[config.mk]
export PLATFORM = sky130hd
export DESIGN_NAME = adc_iir_smoother_with_window_stats_core
export DESIGN_NICKNAME = d
export VERILOG_FILES = /design/src/sv/aiss_pkg.sv /design/src/sv/adc_iir_smoother_with_window_stats_core.sv /design/src/sv/aiss_ram.sv /design/src/sv/aiss_ctrl.sv /design/src/sv/aiss_dp.sv
export SDC_FILE = /design/constraint.sdc
export NUM_CORES = 1
export LEC_CHECK = 0
export BUFFER_PORTS_ARGS = -buffer_cell sky130_fd_sc_hd__buf_2
export CORE_MARGIN = 2
export CORE_UTILIZATION = 35
export DETAILED_ROUTE_END_ITERATION = 6
export GPL_TIMING_DRIVEN = 1
export SYNTH_ARGS = -nofsm -noshare
export SYNTH_HDL_FRONTEND = slang
export SYNTH_SLANG_ARGS = --single-unit
[constraint.sdc]
create_clock -name clock -period 21.7 [get_ports clock]
set_input_delay 3.255 -clock clock [delete_from_list [all_inputs] [get_ports clock]]
set_output_delay 3.255 -clock clock [all_outputs]
set_load 0.01 [all_outputs]
[src/sv/aiss_pkg.sv]
// Shared types, constants and command structs for the ADC smoother block.
// Used by every RTL file of the block but aiss_ram; depends on nothing.
`default_nettype none

package aiss_pkg;

   // Ring geometry and sample format
   localparam int RING_DEPTH = 16;
   localparam int SUM_FACTOR = 4;
   localparam int VAL_W      = 14;
   localparam int ADDR_W     = $clog2(RING_DEPTH);
   localparam int CNT_W      = $clog2(RING_DEPTH + 1);
   localparam int SUM_W      = VAL_W + $clog2(RING_DEPTH);
   localparam int FILL_W     = $clog2(2 * RING_DEPTH + 1);
   localparam int SD_W       = 5;

   localparam logic [VAL_W-1:0] VAL_MAX = {VAL_W{1'b1}};
   localparam int INIT_RAW = 2047 * SUM_FACTOR;
   localparam logic [VAL_W-1:0] INIT_VAL =
      (INIT_RAW > (2 ** VAL_W - 1)) ? VAL_MAX : VAL_W'(INIT_RAW);
   localparam logic [FILL_W-1:0] FILL_INIT = FILL_W'(2 * RING_DEPTH);

   // Q15 filter arithmetic
   localparam int COEF_W = 15;
   localparam int Q_SH   = 15;
   localparam int PROD_W = COEF_W + VAL_W;
   localparam int ACC_W  = VAL_W + 3;
   localparam logic [COEF_W-1:0] COEF_B0 = 15'd6554;
   localparam logic [COEF_W-1:0] COEF_B1 = 15'd13107;
   localparam logic [COEF_W-1:0] COEF_B2 = 15'd6554;
   localparam logic [COEF_W-1:0] COEF_A1 = 15'd0;
   localparam logic [COEF_W-1:0] COEF_A2 = 15'd6554;
   localparam int IIR_TERMS = 4;

   // Divider retires two quotient bits per step
   localparam int DIV_STEPS = VAL_W / 2;

   // Register map
   localparam int PADDR_W = 4;
   localparam int PDATA_W = 32;
   localparam logic [1:0] CSR_USE_IIR     = 2'd0;
   localparam logic [1:0] CSR_USE_STATS   = 2'd1;
   localparam logic [1:0] CSR_STATS_DEPTH = 2'd2;

   typedef enum logic [2:0] {
      TERM_B0_X   = 3'd0,
      TERM_B1_RAW = 3'd1,
      TERM_B2_RAW = 3'd2,
      TERM_A1_F1  = 3'd3,
      TERM_A2_F2  = 3'd4
   } term_type;

   typedef struct packed {
      logic            use_iir;
      logic            use_stats;
      logic [SD_W-1:0] stats_depth;
   } cfg_type;

   typedef struct packed {
      logic             take;
      logic             raw_we;
      logic             filt_we;
      logic             mac_clr;
      logic             mac_en;
      term_type         term;
      logic [CNT_W-1:0] rd_off;
      logic             scan_clr;
      logic             scan_en;
      logic             div_load;
      logic             div_step;
      logic             out_load;
   } cmd_type;

   typedef struct packed {
      logic [CNT_W-1:0] depth;
      logic             iir_on;
      logic             stats_on;
   } sts_type;

endpackage

`default_nettype wire

[src/sv/adc_iir_smoother_with_window_stats_core.sv]
// Top level of the single-channel ADC smoother with window statistics.
// Depends on aiss_pkg, aiss_ctrl, aiss_dp (and aiss_ram through aiss_dp).
//
// Usage:
//   req channel: one summed ADC sample per transfer (req_valid/req_ready).
//   rsp channel: one result per sample - filtered value, window min, max,
//   truncated mean, stats flag and buffers-full flag (rsp_valid/rsp_ready).
//   csr port: APB-style, pready tied high. use_iir at 0x0, use_stats at 0x4,
//   stats_depth at 0x8; paddr[1:0] is ignored, and 0xC reads zero and ignores writes.
//   Write configuration only while no sample is in flight.
// Sequence: the sample transfer, the ring write, then the filter terms and
//   filter write with the filter on, the window scan with statistics on
//   (one entry per ring read, then a 2-bit-per-cycle divider), and the
//   result load. One sample at a time: a new sample can be taken in the
//   cycle after the previous result is loaded.
// Stall: the result sits in an output register; the next sample is taken
//   while it waits, and the block holds in its final step until the
//   receiver drains the old result.
// Reset: synchronous, active high. Rings read as 2047 times the sum factor
//   until written, write position goes to zero, the fill countdown to
//   twice the ring depth, and registers to use_iir=0, use_stats=0,
//   stats_depth=16. No clearing pass is needed.
`default_nettype none

module adc_iir_smoother_with_window_stats_core (
   input  wire logic                            clock,
   input  wire logic                            reset,
   // sample input
   input  wire logic                            req_valid,
   output logic                                 req_ready,
   input  wire logic [aiss_pkg::VAL_W-1:0]      req_sample,
   // result output
   output logic                                 rsp_valid,
   input  wire logic                            rsp_ready,
   output logic      [aiss_pkg::VAL_W-1:0]      rsp_filtered,
   output logic                                 rsp_stats_ok,
   output logic      [aiss_pkg::VAL_W-1:0]      rsp_window_min,
   output logic      [aiss_pkg::VAL_W-1:0]      rsp_window_max,
   output logic      [aiss_pkg::VAL_W-1:0]      rsp_window_avg,
   output logic                                 rsp_buffers_full,
   // configuration
   input  wire logic                            csr_psel,
   input  wire logic                            csr_penable,
   input  wire logic                            csr_pwrite,
   input  wire logic [aiss_pkg::PADDR_W-1:0]    csr_paddr,
   input  wire logic [aiss_pkg::PDATA_W-1:0]    csr_pwdata,
   output logic      [aiss_pkg::PDATA_W-1:0]    csr_prdata,
   output logic                                 csr_pready
);

   aiss_pkg::cfg_type cfg_ff;
   aiss_pkg::cmd_type cmd;
   aiss_pkg::sts_type sts;
   logic [1:0]        csr_idx;
   logic              csr_wr;

   // Register file: word index from the byte address
   assign csr_idx    = csr_paddr[3:2];
   assign csr_wr     = csr_psel && csr_penable && csr_pwrite;
   assign csr_pready = 1'b1;

   always_ff @(posedge clock) begin
      if (reset) begin
         cfg_ff.use_iir     <= 1'b0;
         cfg_ff.use_stats   <= 1'b0;
         cfg_ff.stats_depth <= aiss_pkg::SD_W'(16);
      end else if (csr_wr) begin
         case (csr_idx)
            aiss_pkg::CSR_USE_IIR:     cfg_ff.use_iir     <= csr_pwdata[0];
            aiss_pkg::CSR_USE_STATS:   cfg_ff.use_stats   <= csr_pwdata[0];
            aiss_pkg::CSR_STATS_DEPTH: cfg_ff.stats_depth <= csr_pwdata[aiss_pkg::SD_W-1:0];
            default: ;
         endcase
      end
   end

   always_comb begin
      case (csr_idx)
         aiss_pkg::CSR_USE_IIR:     csr_prdata = aiss_pkg::PDATA_W'(cfg_ff.use_iir);
         aiss_pkg::CSR_USE_STATS:   csr_prdata = aiss_pkg::PDATA_W'(cfg_ff.use_stats);
         aiss_pkg::CSR_STATS_DEPTH: csr_prdata = aiss_pkg::PDATA_W'(cfg_ff.stats_depth);
         default:                   csr_prdata = '0;
      endcase
   end

   // Sequencer: owns the handshakes and the step counter
   aiss_ctrl u_ctrl (
      .clock     (clock),
      .reset     (reset),
      .req_valid (req_valid),
      .req_ready (req_ready),
      .rsp_valid (rsp_valid),
      .rsp_ready (rsp_ready),
      .sts       (sts),
      .cmd       (cmd)
   );

   // Datapath: rings, MAC, window scan, divider, result register
   aiss_dp u_dp (
      .clock            (clock),
      .reset            (reset),
      .cfg              (cfg_ff),
      .cmd              (cmd),
      .sts              (sts),
      .req_sample       (req_sample),
      .rsp_filtered     (rsp_filtered),
      .rsp_stats_ok     (rsp_stats_ok),
      .rsp_window_min   (rsp_window_min),
      .rsp_window_max   (rsp_window_max),
      .rsp_window_avg   (rsp_window_avg),
      .rsp_buffers_full (rsp_buffers_full)
   );

endmodule

`default_nettype wire

[src/sv/aiss_ram.sv]
// Generic single-write, single-read RAM with registered read data.
// Stand-alone; no package dependency.
`default_nettype none

module aiss_ram #(
   parameter int WIDTH = 14,
   parameter int DEPTH = 16
) (
   input  wire logic                     clock,
   input  wire logic                     we,
   input  wire logic [$clog2(DEPTH)-1:0] waddr,
   input  wire logic [WIDTH-1:0]         wdata,
   input  wire logic [$clog2(DEPTH)-1:0] raddr,
   output logic      [WIDTH-1:0]         rdata
);

   logic [WIDTH-1:0] mem [DEPTH];
   logic [WIDTH-1:0] rdata_ff;

   always_ff @(posedge clock) begin
      if (we) begin
         mem[waddr] <= wdata;
      end
      rdata_ff <= mem[raddr];
   end

   assign rdata = rdata_ff;

endmodule

`default_nettype wire

[src/sv/aiss_ctrl.sv]
// Sequencer for the ADC smoother: walks write, filter, window scan and divide.
// Depends on aiss_pkg; drives aiss_dp through the command struct.
`default_nettype none

module aiss_ctrl (
   input  wire logic            clock,
   input  wire logic            reset,
   input  wire logic            req_valid,
   output logic                 req_ready,
   output logic                 rsp_valid,
   input  wire logic            rsp_ready,
   input  wire aiss_pkg::sts_type sts,
   output aiss_pkg::cmd_type    cmd
);

   typedef enum logic [6:0] {
      S_IDLE  = 7'b0000001,
      S_WRITE = 7'b0000010,
      S_IIR   = 7'b0000100,
      S_FWR   = 7'b0001000,
      S_SCAN  = 7'b0010000,
      S_DIV   = 7'b0100000,
      S_DONE  = 7'b1000000
   } state_type;

   state_type                  state_ff, state_in;
   logic [aiss_pkg::CNT_W-1:0] cnt_ff, cnt_in;
   logic                       rsp_valid_ff, rsp_valid_in;

   always_comb begin
      state_in  = state_ff;
      cnt_in    = cnt_ff;
      req_ready = 1'b0;
      cmd       = '0;
      cmd.term  = aiss_pkg::TERM_B0_X;
      case (state_ff)
         S_IDLE: begin
            req_ready = 1'b1;
            if (req_valid) begin
               cmd.take = 1'b1;
               state_in = S_WRITE;
            end
         end
         S_WRITE: begin
            // store the sample, seed the filter sum, fetch the previous entry
            cmd.raw_we   = 1'b1;
            cmd.mac_clr  = 1'b1;
            cmd.term     = aiss_pkg::TERM_B0_X;
            cmd.rd_off   = aiss_pkg::CNT_W'(1);
            cmd.scan_clr = 1'b1;
            cnt_in       = '0;
            if (sts.iir_on) begin
               state_in = S_IIR;
            end else if (sts.stats_on) begin
               state_in = S_SCAN;
            end else begin
               state_in = S_DONE;
            end
         end
         S_IIR: begin
            cmd.rd_off = aiss_pkg::CNT_W'(2);
            cmd.mac_en = 1'b1;
            case (cnt_ff)
               aiss_pkg::CNT_W'(0): cmd.term = aiss_pkg::TERM_B1_RAW;
               aiss_pkg::CNT_W'(1): cmd.term = aiss_pkg::TERM_B2_RAW;
               aiss_pkg::CNT_W'(2): cmd.term = aiss_pkg::TERM_A1_F1;
               default:             cmd.term = aiss_pkg::TERM_A2_F2;
            endcase
            if (cnt_ff == aiss_pkg::CNT_W'(aiss_pkg::IIR_TERMS - 1)) begin
               cnt_in   = '0;
               state_in = S_FWR;
            end else begin
               cnt_in = cnt_ff + 1'b1;
            end
         end
         S_FWR: begin
            cmd.filt_we = 1'b1;
            cnt_in      = '0;
            state_in    = sts.stats_on ? S_SCAN : S_DONE;
         end
         S_SCAN: begin
            // read one entry per cycle, fold in the entry from the previous read
            cmd.rd_off  = cnt_ff;
            cmd.scan_en = (cnt_ff != '0);
            if (cnt_ff == sts.depth) begin
               cnt_in   = '0;
               state_in = S_DIV;
            end else begin
               cnt_in = cnt_ff + 1'b1;
            end
         end
         S_DIV: begin
            cmd.div_load = (cnt_ff == '0);
            cmd.div_step = (cnt_ff != '0);
            if (cnt_ff == aiss_pkg::CNT_W'(aiss_pkg::DIV_STEPS)) begin
               cnt_in   = '0;
               state_in = S_DONE;
            end else begin
               cnt_in = cnt_ff + 1'b1;
            end
         end
         S_DONE: begin
            if (!rsp_valid_ff || rsp_ready) begin
               cmd.out_load = 1'b1;
               state_in     = S_IDLE;
            end
         end
         default: begin
            state_in = S_IDLE;
         end
      endcase
   end

   always_comb begin
      if (cmd.out_load) begin
         rsp_valid_in = 1'b1;
      end else if (rsp_ready) begin
         rsp_valid_in = 1'b0;
      end else begin
         rsp_valid_in = rsp_valid_ff;
      end
   end

   always_ff @(posedge clock) begin
      if (reset) begin
         state_ff     <= S_IDLE;
         cnt_ff       <= '0;
         rsp_valid_ff <= 1'b0;
      end else begin
         state_ff     <= state_in;
         cnt_ff       <= cnt_in;
         rsp_valid_ff <= rsp_valid_in;
      end
   end

   assign rsp_valid = rsp_valid_ff;

endmodule

`default_nettype wire

[src/sv/aiss_dp.sv]
// Datapath of the ADC smoother: sample rings, Q15 MAC, window scan, divider.
// Depends on aiss_pkg and aiss_ram; driven by aiss_ctrl commands.
`default_nettype none

module aiss_dp (
   input  wire logic                        clock,
   input  wire logic                        reset,
   input  wire aiss_pkg::cfg_type           cfg,
   input  wire aiss_pkg::cmd_type           cmd,
   output aiss_pkg::sts_type                sts,
   input  wire logic [aiss_pkg::VAL_W-1:0]  req_sample,
   output logic      [aiss_pkg::VAL_W-1:0]  rsp_filtered,
   output logic                             rsp_stats_ok,
   output logic      [aiss_pkg::VAL_W-1:0]  rsp_window_min,
   output logic      [aiss_pkg::VAL_W-1:0]  rsp_window_max,
   output logic      [aiss_pkg::VAL_W-1:0]  rsp_window_avg,
   output logic                             rsp_buffers_full
);

   localparam int VW = aiss_pkg::VAL_W;
   localparam int AW = aiss_pkg::ADDR_W;
   localparam int CW = aiss_pkg::CNT_W;

   logic [VW-1:0]                    x_ff, y_ff, f1_ff, f2_ff;
   logic [AW-1:0]                    wp_ff;
   logic [aiss_pkg::FILL_W-1:0]      fill_ff;
   logic [aiss_pkg::ACC_W-1:0]       acc_ff, acc_in;
   logic [aiss_pkg::RING_DEPTH-1:0]  raw_vld_ff, filt_vld_ff;
   logic                             raw_rv_ff, filt_rv_ff;
   logic [aiss_pkg::SUM_W-1:0]       sum_ff;
   logic [VW-1:0]                    mn_ff, mx_ff;
   logic [CW-1:0]                    rem_ff, rem_in;
   logic [VW-1:0]                    quo_ff, quo_in;

   logic [VW-1:0]                    raw_q, filt_q, raw_val, filt_val, scan_val;
   logic [VW-1:0]                    y_sat;
   logic [AW-1:0]                    rd_addr;
   logic [CW:0]                      addr_sum;
   logic [CW-1:0]                    depth;
   logic [aiss_pkg::COEF_W-1:0]      coef;
   logic [VW-1:0]                    opnd;
   logic [aiss_pkg::PROD_W-1:0]      prod;
   logic [VW-1:0]                    term_val;

   // Ring storage
   aiss_ram #(.WIDTH(VW), .DEPTH(aiss_pkg::RING_DEPTH)) u_raw_ram (
      .clock (clock),
      .we    (cmd.raw_we),
      .waddr (wp_ff),
      .wdata (x_ff),
      .raddr (rd_addr),
      .rdata (raw_q)
   );

   aiss_ram #(.WIDTH(VW), .DEPTH(aiss_pkg::RING_DEPTH)) u_filt_ram (
      .clock (clock),
      .we    (cmd.filt_we),
      .waddr (wp_ff),
      .wdata (y_sat),
      .raddr (rd_addr),
      .rdata (filt_q)
   );

   // Read address: write position plus offset, wrapped once
   always_comb begin
      addr_sum = (CW + 1)'(wp_ff) + (CW + 1)'(cmd.rd_off);
      if (addr_sum >= (CW + 1)'(aiss_pkg::RING_DEPTH)) begin
         addr_sum = addr_sum - (CW + 1)'(aiss_pkg::RING_DEPTH);
      end
      rd_addr = addr_sum[AW-1:0];
   end

   // Entries never written read as the reset fill value
   assign raw_val  = raw_rv_ff  ? raw_q  : aiss_pkg::INIT_VAL;
   assign filt_val = filt_rv_ff ? filt_q : aiss_pkg::INIT_VAL;
   assign scan_val = cfg.use_iir ? filt_val : raw_val;

   // Window length, clamped to 1..RING_DEPTH
   always_comb begin
      if (cfg.stats_depth == '0) begin
         depth = CW'(1);
      end else if (int'(cfg.stats_depth) > aiss_pkg::RING_DEPTH) begin
         depth = CW'(aiss_pkg::RING_DEPTH);
      end else begin
         depth = CW'(cfg.stats_depth);
      end
   end

   assign sts.depth    = depth;
   assign sts.iir_on   = cfg.use_iir;
   assign sts.stats_on = cfg.use_stats;

   // One Q15 product per cycle, truncated before the sum
   always_comb begin
      case (cmd.term)
         aiss_pkg::TERM_B0_X:   begin coef = aiss_pkg::COEF_B0; opnd = x_ff;    end
         aiss_pkg::TERM_B1_RAW: begin coef = aiss_pkg::COEF_B1; opnd = raw_val; end
         aiss_pkg::TERM_B2_RAW: begin coef = aiss_pkg::COEF_B2; opnd = raw_val; end
         aiss_pkg::TERM_A1_F1:  begin coef = aiss_pkg::COEF_A1; opnd = f1_ff;   end
         aiss_pkg::TERM_A2_F2:  begin coef = aiss_pkg::COEF_A2; opnd = f2_ff;   end
         default:               begin coef = '0;                opnd = '0;      end
      endcase
      prod     = aiss_pkg::PROD_W'(coef) * aiss_pkg::PROD_W'(opnd);
      term_val = prod[aiss_pkg::PROD_W-1:aiss_pkg::Q_SH];
   end

   always_comb begin
      if (cmd.mac_clr) begin
         acc_in = aiss_pkg::ACC_W'(term_val);
      end else if (cmd.mac_en) begin
         acc_in = acc_ff + aiss_pkg::ACC_W'(term_val);
      end else begin
         acc_in = acc_ff;
      end
   end

   assign y_sat = (acc_ff > aiss_pkg::ACC_W'(aiss_pkg::VAL_MAX)) ?
                  aiss_pkg::VAL_MAX : acc_ff[VW-1:0];

   // Restoring divide, two quotient bits per step
   always_comb begin
      logic [CW:0] trial;
      trial  = '0;
      rem_in = rem_ff;
      quo_in = quo_ff;
      if (cmd.div_load) begin
         rem_in = CW'(sum_ff[aiss_pkg::SUM_W-1:VW]);
         quo_in = sum_ff[VW-1:0];
      end else if (cmd.div_step) begin
         for (int i = 0; i < 2; i++) begin
            trial = {rem_in, quo_in[VW-1]};
            if (trial >= (CW + 1)'(depth)) begin
               trial  = trial - (CW + 1)'(depth);
               quo_in = {quo_in[VW-2:0], 1'b1};
            end else begin
               quo_in = {quo_in[VW-2:0], 1'b0};
            end
            rem_in = trial[CW-1:0];
         end
      end
   end

   // Control state: write position, fill countdown, entry valid bits
   always_ff @(posedge clock) begin
      if (reset) begin
         wp_ff       <= '0;
         fill_ff     <= aiss_pkg::FILL_INIT;
         raw_vld_ff  <= '0;
         filt_vld_ff <= '0;
      end else begin
         if (cmd.take) begin
            wp_ff <= (wp_ff == '0) ? AW'(aiss_pkg::RING_DEPTH - 1) : wp_ff - 1'b1;
            if (fill_ff != '0) begin
               fill_ff <= fill_ff - 1'b1;
            end
         end
         if (cmd.raw_we) begin
            raw_vld_ff[wp_ff] <= 1'b1;
         end
         if (cmd.filt_we) begin
            filt_vld_ff[wp_ff] <= 1'b1;
         end
      end
   end

   // Payload registers
   always_ff @(posedge clock) begin
      raw_rv_ff  <= raw_vld_ff[rd_addr];
      filt_rv_ff <= filt_vld_ff[rd_addr];
      acc_ff     <= acc_in;
      rem_ff     <= rem_in;
      quo_ff     <= quo_in;
      if (cmd.take) begin
         x_ff <= req_sample;
         y_ff <= req_sample;
      end
      if (cmd.filt_we) begin
         y_ff <= y_sat;
      end
      if (cmd.mac_en && cmd.term == aiss_pkg::TERM_B1_RAW) begin
         f1_ff <= filt_val;
      end
      if (cmd.mac_en && cmd.term == aiss_pkg::TERM_B2_RAW) begin
         f2_ff <= filt_val;
      end
      if (cmd.scan_clr) begin
         sum_ff <= '0;
         mn_ff  <= aiss_pkg::VAL_MAX;
         mx_ff  <= '0;
      end else if (cmd.scan_en) begin
         sum_ff <= sum_ff + aiss_pkg::SUM_W'(scan_val);
         if (scan_val < mn_ff) begin
            mn_ff <= scan_val;
         end
         if (scan_val > mx_ff) begin
            mx_ff <= scan_val;
         end
      end
      if (cmd.out_load) begin
         rsp_filtered     <= y_ff;
         rsp_stats_ok     <= cfg.use_stats;
         rsp_window_min   <= cfg.use_stats ? mn_ff  : '0;
         rsp_window_max   <= cfg.use_stats ? mx_ff  : '0;
         rsp_window_avg   <= cfg.use_stats ? quo_ff : '0;
         rsp_buffers_full <= (fill_ff == '0);
      end
   end

endmodule

`default_nettype wire

== Yosys cells after proc, flatten, opt, wreduce, memory -nomap -nowiden ==
Memories as Yosys holds them, arrays and structs flattened. A register that Yosys moved wholly into a read port is not among the register bits.
Cells that the tools add are included.
Cells by class
  add/subtract/negate cells: 9
  $mul: 1
  magnitude comparators: 10
  equality and inequality tests: 23
  mux-type cells: 64
  bitwise logic cells: 2
  reduce and logical (&&, ||, !) cells: 30
Operators by type and width (count)
  $mux W14: 12
  $pmux W14 S4: 1
  $mux W7: 7
  $pmux W7 S7: 1
  $mux W5: 9
  $or A16 B16 Y16: 2
  $pmux W5 S3: 2
  $mul A14 B14 Y28: 1
  $pmux W14 S2: 1
  $mux W1: 20
  $pmux W5 S4: 1
  $add A18 B14 Y18: 1
  $add A17 B13 Y17: 1
  $gt A17 B14 Y1 const B: 1
  $mux W4: 4
  $gt A14 B14 Y1: 1
  $lt A14 B14 Y1: 1
  $ge A6 B5 Y1: 2
  $reduce_and A2 Y1: 6
  $eq A5 B2 Y1 const B: 2
  $logic_not A5 Y1: 2
  $lt A4 B5 Y1 const B: 2
  $sub A5 B5 Y5: 2
  $pmux W3 S3: 1
  other kinds (42): 56
Storage, ports and cells
  register bits: 260
  RAM bits: 448
  bits of input ports: 57
  output and inout port bits: 93
  word-level logic and storage cells: 171
  memories: 2
Memory list
  u_dp.u_filt_ram.mem: words 16, bits a word 14, read ports 1, clocked after Yosys merged registers in 1, write ports 1, RTL line aiss_ram.sv:17  | logic [WIDTH-1:0] mem [DEPTH];
  u_dp.u_raw_ram.mem: words 16, bits a word 14, read ports 1, clocked after Yosys merged registers in 1, write ports 1, RTL line aiss_ram.sv:17

== Depth between registers and ports, before layout ==
Gate-level depths: netlist of the first run.
  word-level depth: 11
  mapped depth: 39
  mapped depth without buffers: 38

== Modules after synthesis ==
Synthesis of the first run repeated with hierarchy kept, for this count alone.
Second synthesis, totals
  cell total of the unflattened synthesis: 2580
  area, all modules: 35819.4 µm²
Modules (own cells, without submodules)
  aiss_ram: times used 2, cells each 379, area an instance 8763.4 µm², sequential area each 7006.7 µm²
  aiss_dp: times used 1, cells each 1601, area an instance 16495.8 µm², sequential area each 5875.6 µm²
  aiss_ctrl: times used 1, cells each 152, area an instance 1199.9 µm², sequential area each 260.2 µm²
  adc_iir_smoother_with_window_stats_core: times used 1, cells each 69, area an instance 596.8 µm², sequential area each 140.1 µm²

== Worst setup path before layout of the first run ==
Ideal clock, no wire load.
  path kind: register to register
  from: register u_ctrl.cnt_ff[0] (netlist bit)
  to: register u_dp.acc_ff[13] (netlist bit) (data pin)
  library setup time: 266 ps
  arrival: 8773 ps
  required time: 21434 ps
  path slack: 12661 ps
  cell stages (with the launch flop): 36
  buffers on the path: 1
  period minus slack after synthesis: 9039 ps
  cell sequence: dfxtp_1 -> inv_1 -> ha_1 -> xnor2_1 -> nor3b_1 -> clkbuf_1 -> a22oi_1 -> o21ai_0 -> a21oi_1 -> nor2_1 -> fa_1 -> fa_1 -> fa_1 -> fa_1 -> fa_1 -> inv_1 -> fa_1 -> inv_1 -> ha_1 -> a21o_1 -> a21oi_1 -> o21ai_0 -> and2_1 -> a311oi_4 -> o21ai_1 -> a21oi_2 -> o21bai_1 -> xor2_1 -> ha_1 -> or3_1 -> o211ai_1 -> nand3_1 -> a31o_2 -> a21oi_1 -> xor2_1 -> nor2_1
On the way
  word-level cells in the longest chain between the ends: 10
  elaborated cells on any way between the ends: 18
  those cells by class: add/sub: 1; mul: 1; eq/ne: 6; mux: 6; reduce/logical: 4
RTL lines
  start, declared: RTL line aiss_ctrl.sv:27  | logic [aiss_pkg::CNT_W-1:0] cnt_ff, cnt_in;
  start signal, assigned: RTL line aiss_ctrl.sv:131  | cnt_ff <= cnt_in;
  $eq A5 B2 Y1 (tied with other cells): RTL line aiss_ctrl.sv:63  | case (cnt_ff)
  $pmux W3 S3 (*): RTL line aiss_ctrl.sv:63
  $mux W3 (*): RTL line aiss_ctrl.sv:36  | case (state_ff)
  $eq A3 B2 Y1 (tied with other cells): RTL line aiss_dp.sv:95  | case (cmd.term)
  $reduce_or A2 Y1 (no line) or $reduce_or A3 Y1 (tied branches)
  $pmux W14 S4 or $pmux W14 S2 (tied branches): RTL line aiss_dp.sv:95
  $mul A14 B14 Y28 (*): RTL line aiss_dp.sv:103  | prod = aiss_pkg::PROD_W'(coef) * aiss_pkg::PROD_W'(opnd);
  $add A17 B13 Y17 (*): RTL line aiss_dp.sv:111  | acc_in = acc_ff + aiss_pkg::ACC_W'(term_val);
  $mux W14 (*): RTL line aiss_dp.sv:110  | end else if (cmd.mac_en) begin
  $mux W14 (*): RTL line aiss_dp.sv:108  | if (cmd.mac_clr) begin
  end signal, assigned: RTL line aiss_dp.sv:170  | acc_ff <= acc_in;
  end, declared: RTL line aiss_dp.sv:27  | logic [aiss_pkg::ACC_W-1:0] acc_ff, acc_in;
Every way passes the cells marked *; elsewhere a longest branch is shown, timed or not. The select of a mux whose other input is x is not followed.
A chain may end at the register's enable or synchronous reset.

== Final worst setup path of the first run ==
Same ends and word-level chain as after synthesis.

==> reports/results.txt, run 1 <==
Post-synth EDFFs: 593
mux cell area share after synthesis: 0.120
Synth area leader: edfxtp_1
initial antenna violation count: 3
count leader, synth: edfxtp_1
Die Span Y: 319 um
skew final: 0.0370 ns
Worst-path clk slew: 0.06 ns
DRT iter0 DRCs: 1785
Routability Congestion: 0.884
Worst-Skew Late Latency: 0.64 ns
synthesized flop and latch total: 735
Critical Path Fanout Max: 19
hpwl dp: 54100 um
Avg Inst Size Synth: 14.6 um^2
Core ar.: 98600 um^2
crit path time final: 10.53 ns
Final ANT Viol Nets: 0
remaining global-route overflow: 0
Peak Freq: 94.9 MHz
status: completed
final hold vios: 0
Top Ports: 150
Final Max Slew Viols: 0
RSZ-0062 raised after global routing: false
postcts setup bufs: 0
Simple-Gate Fraction of Synth Area: 0.0786
Max Cap Viol: 0
clock buffer count from CTS: 77
DR pass1 iterations: 7
Tot GR Track Use: 0.162
sequential share of power: 0.326
Worst-Margin Slew: 1.25 ns
Slew headroom: 0.160
crit path DAT: 10.90 ns
Area after DPL: 36900 um^2
initial core utilization: 0.353
Seq/Total Area, Yosys: 0.593
top cells by area, synth: edfxtp_1, mux4_2, dfxtp_1
post-CTS sizing: 0
FP Rows: 115
Max stage delay on crit path: 0.64 ns
Pwr per Cell Area: 141 nW/um^2
wire per inst: 21.2 um
top-area cell type share of the netlist area: 0.511
Syn-to-layout area delta: 13.1%
most common library cells after synthesis: edfxtp_1, inv_1, nor2_1, ha_1, mux4_2
Max VDD drop: 0.000252 V
crit path launch type: flop
Psw: 1980 uW
Hold Crit Class: reg2reg
crit path kind: reg2reg
CTS tree: built
Leak: 0.0146 uW
Setup crit end kind: flop
Synth Warn #: 0
H-tree levels: 3
cell internal pwr: 3560 uW
async set-reset flop share out of synthesis: 0
combinational share of power: 0.436
R2R cell count: 33
vias per cell: 5.14
most used cell, CP: fa_1
first-pass GRT wire length: 125000 um
vias in the first global route: 20498
Data required, critical path: 22.07 ns
count of input and output buffers: 92
post-route cell area: 39400 um^2
# hold bufs at CTS: 0
Synth Area in Compound Gates: 0.0451
endpoints failing setup: 0
Mapped Cells: 2387
Worst Hold Path Cells: 0
setup TNS: 0 ns
main combinational cell family by area after synthesis: multiplexers
DRC: 0
clk sinks: 735
# nets final: 2834
root buf cell: clkbuf_16
layout cells sized above 1: 0.182
Die W: 319 um
post-synthesis instance area: 34800 um^2
Post-Synth Adder-Cell Area: 0.115
Yosys cell types: 70
CTS Buffer Depth: 3
Vias: 19873
Synth Area in XOR/XNOR: 0.0123
Main synth FF type: edfxtp_1
Routed WL: 81900 um
die area: 102000 um^2
clock power share: 0.238
CP max stage cell: or4_1
Switching Share: 0.358
largest net degree at the start of global routing: 77
fin crit share: 0.485
-- worst paths after layout --
path                           to        startpoint  slack, ns
max reg2reg       u_dp.acc_ff[13]  u_ctrl.cnt_ff[0]      11.17
max               u_dp.acc_ff[13]  u_ctrl.cnt_ff[0]      11.17
min reg2reg  u_dp.rsp_filtered[2]      u_dp.y_ff[2]       0.43
min          u_dp.rsp_filtered[2]      u_dp.y_ff[2]       0.43
-- kinds of logic (layout without fill, tap and decap cells) --
logic type | count (synthesis) | after routing
buffers and inverters | 304 | 467
XOR/XNOR | 49 | 49
AO/OA/AOI/OAI | 244 | 244
AND/OR/NAND/NOR | 561 | 561
flip-flops | 735 | 735
multiplexers | 226 | 226
adder cells (fa/ha/maj) | 266 | 266
other | 2 | 29
-- sequential cells by signal, summed over array words and instances, names as in the netlist, 16 cells and up --
register             cells
u_dp.acc_ff             17
u_dp.filt_vld_ff        16
u_dp.sum_ff             18
u_dp.raw_vld_ff         16
u_dp.u_filt_ram.mem    224
u_dp.u_raw_ram.mem     224
-- area by class of cell --
| class | instances | area (um^2) |
|---|---|---|
| Fill cell | 8976 | 59200 |
| Sequential cell | 735 | 20600 |
| Clock inverter | 39 | 375 |
| Antenna cell | 1 | 2.50 |
| Timing Repair Buffer | 129 | 738 |
| Clock buffer | 105 | 2180 |
| Inverter | 194 | 729 |
| Tap cell | 1287 | 1610 |
| Multi-Input combinational cell | 1374 | 13100 |
-- critical path: cells and delay by family, from the launching register on --
kind                     cells  cell delay (ns)
adder cells (fa/ha/maj)      9             3.95
AND/OR/NAND/NOR              8             2.48
AO/OA/AOI/OAI               10             2.30
buffers and inverters        4             0.71
flip-flops                   1             0.50
XOR/XNOR                     2             0.32
-- power groups by stage --
stage                     Clock (uW)  Sequential [uW]  Combinational [uW]
final                           1320             1810                2420
after floorplan                    0             1790                1900
after CTS                       1350             1810                2430
after detailed placement           0             1840                2410
after global placement             0             1830                2350
after global routing            1400             1810                2720
-- through the flow --
stage	utilization	hold WS (ns)	total power, uW	setup WS, ns	std cells
floorplan	-	0.400	3690	12.66	2413
global placement	0.374	0.415	4180	11.27	3719
detailed placement	0.374	0.405	4240	11.14	3719
CTS	0.400	0.431	5590	11.12	3863
global route	0.400	0.442	5940	10.49	3863
finish	0.400	0.425	5550	11.17	3864
-- cells in the final DEF, fill, tap and decap left out, types with 24 or more instances in the layout --
| master | count |
|---|---|
| edfxtp_1 | 593 |
| inv_1 | 193 |
| nor2_1 | 188 |
| ha_1 | 177 |
| mux4_2 | 150 |
| dfxtp_1 | 142 |
| nand2_1 | 117 |
| buf_2 | 92 |
| fa_1 | 87 |
| a21oi_1 | 86 |
| clkbuf_16 | 81 |
| and2_1 | 70 |
| o21ai_0 | 53 |
| nand2b_1 | 51 |
| mux2_2 | 44 |
| buf_4 | 37 |
| mux2i_1 | 32 |
| xnor2_1 | 29 |
| conb_1 | 28 |
| nand3_1 | 24 |
-- metal layers --
layer | up-vias | global-route usage | share of wire
met4 | 0 | 0.0417 | 0.022
met1 | 10211 | 0.218 | 0.43
li1 | 8962 | - | -
met2 | 589 | 0.267 | 0.48
met5 | - | 0 | 0
met3 | 111 | 0.0323 | 0.066
Note: power is estimated with default switching activity, not from simulation.
==> run 2, diff against run 1 <==
==> constraint.sdc (replaced) <==
create_clock -name clock -period 9.42 [get_ports clock]
set_input_delay 1.413 -clock clock [delete_from_list [all_inputs] [get_ports clock]]
set_output_delay 1.413 -clock clock [all_outputs]
set_load 0.01 [all_outputs]
==> reports/results.txt, run 2 (synthesis gave the netlist of run 1 again) <==
ant diodes: 0 (-1)
crit path launch type: flop
Top Ports: 150 (unchanged)
vias per cell: 5.14 (about the same)
Data required, critical path: 9.79 ns (-12.28 ns)
DRT iter0 DRCs: 1674 (-6.2%)
Routed WL: 83400 um (+1.8%)
Crit Reg-Reg Startpoint: u_ctrl.cnt_ff[0]
Hold Startpoint: u_dp.y_ff[13]
Worst-Skew Late Latency: 0.64 ns (about the same)
initial core utilization: 0.353 (unchanged)
most common cell after layout, fill and taps aside: edfxtp_1
clk sinks: 735 (unchanged)
fin cells: 3913 (+1.3%)
Pwr per Cell Area: 337 nW/um^2 (+140%)
Routability Congestion: 0.893 (+1.1%)
layout cells sized above 1: 0.207 (+0.0247)
biggest registers after layout: u_dp.u_filt_ram.mem: 224 flops, u_dp.u_raw_ram.mem: 224 flops, u_dp.sum_ff: 18 flops
Die W: 319 um (unchanged)
CTS Buffer Depth: 3 (unchanged)
wire per inst: 21.3 um (+0.54%)
remaining global-route overflow: 0 (unchanged)
Worst-path clk slew: 0.06 ns (about the same)
hpwl dp: 55100 um (+2.0%)
Syn-to-layout area delta: 14.9%
Hold Crit Class: reg2reg
commonest non-fill, non-tap cells in the layout: edfxtp_1, inv_1, nor2_1
DRC: 0 (unchanged)
Peak Freq: 111 MHz (+17%)
crit path DAT: 9.39 ns (-1.51 ns)
CTS tree: built
clock buffer count from CTS: 75 (-2.6%)
crit path kind: reg2reg
endpoints failing setup: 0 (unchanged)
Core ar.: 98600 um^2 (unchanged)
Vias: 20116 (+1.2%)
H-tree levels: 3 (unchanged)
RSZ-0062 raised after global routing: false
Critical Path Fanout Max: 6 (-13)
# nets final: 2888 (+1.9%)
FP Rows: 115 (unchanged)
setup TNS: 0 ns (unchanged)
# hold bufs at CTS: 0 (unchanged)
count of input and output buffers: 92 (unchanged)
die area: 102000 um^2 (unchanged)
initial antenna violation count: 6 (+3)
most used cell, CP: fa_1
reg2reg setup slack: 0.40 ns (-10.77 ns)
Tot GR Track Use: 0.163 (+0.00160)
fin crit share: 0.958 (+0.473)
final core occ: 0.406 (+0.00612)
status: completed
Max stage delay on crit path: 0.58 ns (-0.06 ns)
Hold Path Sink: u_dp.rsp_filtered[13]
largest net degree at the start of global routing: 62 (-19%)
Worst-Margin Slew: 1.30 ns (+0.0579 ns)
Final ANT Viol Nets: 0 (unchanged)
crit path time final: 9.02 ns (-1.51 ns)
Max Cap Viol: 0 (unchanged)
Final Max Slew Viols: 0 (unchanged)
Die Span Y: 319 um (unchanged)
Slew headroom: 0.131 (-0.0298)
vias in the first global route: 20616 (+0.58%)
Worst Hold Path Cells: 0 (unchanged)
Setup crit end kind: flop
Fill cells: 8903 (-0.81%)
Max VDD drop: 0.000533 V (+110%)
Leak: 0.0149 uW (+2.2%)
DR pass1 iterations: 6 (-1)
Placed Cells: 3767 (+1.3%)
final hold vios: 0 (unchanged)
R2R cell count: 37 (+12%)
skew final: 0.0386 ns (+0.00155 ns)
root buf cell: clkbuf_16
FF-to-FF End: u_dp.acc_ff[13]
first-pass GRT wire length: 126000 um (+0.96%)
CP max stage cell: fa_1
## run 2: changes by cell type in the layout (fill, tap and decap cells not counted), moves of 5 or more
cell and change:
buf_4 +53, bufinv_16 +7, clkbuf_1 -5, o21ai_1 +8, clkbuf_16 -5, o21ai_0 -9
## run 2: worst max-delay path by stage
| stage | cells past startpoint | startpoint | to | slack, ns |
|---|---|---|---|---|
| after CTS | 39 | u_ctrl.cnt_ff[0] | u_dp.acc_ff[12] | 0.05 |
| after detailed placement | 39 | u_ctrl.cnt_ff[0] | u_dp.acc_ff[12] | 0.1 |
| after floorplan | 35 | u_ctrl.cnt_ff[0] | u_dp.acc_ff[13] | 0.38 |
| final | 37 | u_ctrl.cnt_ff[0] | u_dp.acc_ff[13] | 0.40 |
| after global placement | 40 | u_ctrl.cnt_ff[0] | u_dp.acc_ff[12] | 0.19 |
| after global routing | 37 | u_ctrl.cnt_ff[0] | u_dp.acc_ff[13] | 0.004 |
## run 2: repair_timing
action,in CTS,in global routing
buffers inserted,0,7
resized for setup,0,38
endpoints found under the setup margin,0,10
## run 2: power by group
part	switching (uW)	internal [uW]	leakage, uW	total (uW)
combinational	3270	2940	0.00712	6210
sequential	168	3990	0.00651	4160
clock	1270	1840	0.00126	3120
## run 2: critical path: cells and delay by family (launching register included)
family | cells | cell delay (ns)
AOI/OAI and AO/OA | 12 | 2.11
xor gates and xnor gates | 3 | 0.50
adders and majority gates | 9 | 3.91
buffers and inverters | 7 | 0.85
DFF | 1 | 0.36
and+or+nand+nor | 6 | 1.01
## run 2: final cells by class
class	count	area [um^2]	share of cell area
repair buffers	185	1170	0.0294
well taps	1287	1610	0.0402
clock buffers	94	2020	0.0505
inverters	194	729	0.0182
clock inverters	44	589	0.0147
multi-input cells	1374	13200	0.331
flip-flops and latches	735	20700	0.516
## run 2: per-layer routing
metal  wire [um]  up-vias  share of wire  GRT usage
met1       36100    10268           0.43      0.222
li1            -     9073              -          -
met3        5520      116          0.066     0.0311
met2       39900      659           0.48      0.269
met5           0        -              0          0
met4        1890        0          0.023     0.0427
## run 2: stage by stage
stage / cell area [um^2] / hold WS, ns / power, uW / worst slack [ns]
after global placement: 37200 / 0.414 / 10200 / 0.189
after CTS: 39800 / 0.432 / 13400 / 0.0515
after detailed placement: 37200 / 0.412 / 10300 / 0.0965
after floorplan: 34900 / 0.400 / 8490 / 0.381
final: 40000 / 0.426 / 13500 / 0.396
after global routing: 40000 / 0.440 / 14400 / 0.00420
==> run 3, diff against run 2 <==
==> constraint.sdc (replaced) <==
create_clock -name clock -period 11.3 [get_ports clock]
set_input_delay 1.695 -clock clock [delete_from_list [all_inputs] [get_ports clock]]
set_output_delay 1.695 -clock clock [all_outputs]
set_load 0.01 [all_outputs]
==> reports/results.txt, run 3 (synthesis gave the netlist of run 1 again) <==
status: completed
Peak Freq: 98.4 MHz (-11%)
Worst-Skew Late Latency: 0.66 ns (+0.02 ns)
Max Cap Viol: 0 (unchanged)
Leak: 0.0146 uW (-1.7%)
crit path launch type: flop
wire per inst: 21.0 um (-1.5%)
Final ANT Viol Nets: 0 (unchanged)
clock power share: 0.244 (+0.013)
largest net degree at the start of global routing: 69 (+11%)
hpwl dp: 54200 um (-1.7%)
Syn-to-layout area delta: 13.6%
Pwr Total: 10700 uW (-20%)
Die W: 319 um (unchanged)
post-CTS sizing: 0 (unchanged)
sequential share of power: 0.323 (+0.015)
Worst-path clk slew: 0.06 ns (about the same)
Critical Path Fanout Max: 14 (+8)
combinational share of power: 0.433 (-0.028)
Switching Share: 0.357 (+0.00718)
ant diodes: 0 (unchanged)
clk sinks: 735 (unchanged)
crit path kind: reg2reg
most common cell after layout, fill and taps aside: edfxtp_1
endpoints failing setup: 0 (unchanged)
die area: 102000 um^2 (unchanged)
final core occ: 0.401 (-0.00466)
Psw: 3830 uW (-19%)
FP Rows: 115 (unchanged)
Setup crit end kind: flop
pre-CTS setup slack: 1.17 ns (+1.08 ns)
Final Max Slew Viols: 0 (unchanged)
biggest registers after layout: u_dp.u_filt_ram.mem: 224 flops, u_dp.u_raw_ram.mem: 224 flops, u_dp.sum_ff: 18 flops
initial antenna violation count: 2 (-4)
# nets final: 2838 (-1.7%)
Slew headroom: 0.230 (+0.0992)
Routability Congestion: 0.891 (-0.25%)
most used cell, CP: fa_1
remaining global-route overflow: 0 (unchanged)
Pwr per Cell Area: 271 nW/um^2 (-19%)
DRT iter0 DRCs: 1588 (-5.1%)
Die Span Y: 319 um (unchanged)
DR pass1 iterations: 5 (-1)
RSZ-0062 raised after global routing: false
cell internal pwr: 6910 uW (-21%)
setup TNS: 0 ns (unchanged)
Vias: 19734 (-1.9%)
# hold bufs at CTS: 0 (unchanged)
layout cells sized above 1: 0.183 (-0.0238)
Data required, critical path: 11.68 ns (+1.89 ns)
CTS Buffer Depth: 3 (unchanged)
crit path DAT: 10.54 ns (+1.15 ns)
root buf cell: clkbuf_16
critical path buffer and inverter count: 4 (-3)
Top Ports: 150 (unchanged)
initial core utilization: 0.353 (unchanged)
first-pass GRT wire length: 124000 um (-1.6%)
clock buffer count from CTS: 78 (+4.0%)
skew final: 0.0542 ns (+0.0156 ns)
CP max stage cell: fa_1
Hold Crit Class: reg2reg
final hold vios: 0 (unchanged)
final setup margin: 1.14 ns (+0.741 ns)
Max VDD drop: 0.000389 V (-27%)
crit path time final: 10.16 ns (+1.14 ns)
vias in the first global route: 20454 (-0.79%)
Worst-Margin Slew: 1.16 ns (-0.149 ns)
commonest non-fill, non-tap cells in the layout: edfxtp_1, inv_1, nor2_1
Max stage delay on crit path: 0.58 ns (about the same)
vias per cell: 5.10 (-0.71%)
fin crit share: 0.899 (-0.0586)
H-tree levels: 3 (unchanged)
count of input and output buffers: 92 (unchanged)
Tot GR Track Use: 0.160 (-0.00306)
DRC: 0 (unchanged)
postcts setup bufs: 0 (unchanged)
Routed WL: 81100 um (-2.7%)
CP top delay family: adder cells
Core ar.: 98600 um^2 (unchanged)
CTS tree: built
[run 3: per-stage QoR]
stage	cells	cell area [um^2]	hold WS, ns
5_1_grt	3866	39600	0.440
2_1_floorplan	2413	34900	0.400
6_report	3866	39600	0.423
3_3_place_gp	3722	36900	0.415
4_1_cts	3866	39600	0.427
3_5_place_dp	3722	36900	0.405
[run 3: worst register-to-register path: cells and delay by family, from the launching register on]
family	cells	cell delay, ns
adder cells (fa/ha/maj)	9	4.04
flip-flops	1	0.52
buffers and inverters	4	0.47
XOR/XNOR	3	0.49
AND/OR/NAND/NOR	6	1.31
AO/OA/AOI/OAI	13	3.09
[run 3: layout make-up]
type	count	area, um^2
multi-input cells	1374	13100
inverters	194	729
clock inverters	47	622
flip-flops and latches	735	20600
fillers	8947	59000
clock buffers	97	2050
well taps	1287	1610
repair buffers	132	761
[run 3: path summary, 6_finish.rpt]
| check | start | endpoint | slack (ns) | depth (start not counted) |
|---|---|---|---|---|
| min reg2reg | u_dp.y_ff[6] | u_dp.rsp_filtered[6] | 0.42 | 0 |
| max reg2reg | u_ctrl.cnt_ff[0] | u_dp.acc_ff[13] | 1.14 | 35 |
| max | u_ctrl.cnt_ff[0] | u_dp.acc_ff[13] | 1.14 | 35 |
| min | u_dp.y_ff[6] | u_dp.rsp_filtered[6] | 0.42 | 0 |
[run 3: power by group through the flow]
| stage | Combinational (uW) | Clock [uW] | Sequential, uW |
|---|---|---|---|
| finish | 4640 | 2620 | 3470 |
| global route | 5240 | 2780 | 3480 |
| CTS | 4670 | 2680 | 3470 |
| detailed placement | 4630 | 0 | 3530 |
| global placement | 4540 | 0 | 3520 |
| floorplan | 3650 | 0 | 3430 |
[run 3: layer usage]
layer  track usage  wire length (um)
met4        0.0407              1630
met2         0.267             39100
met3        0.0295              5250
met1         0.216             35100
met5             0                 0
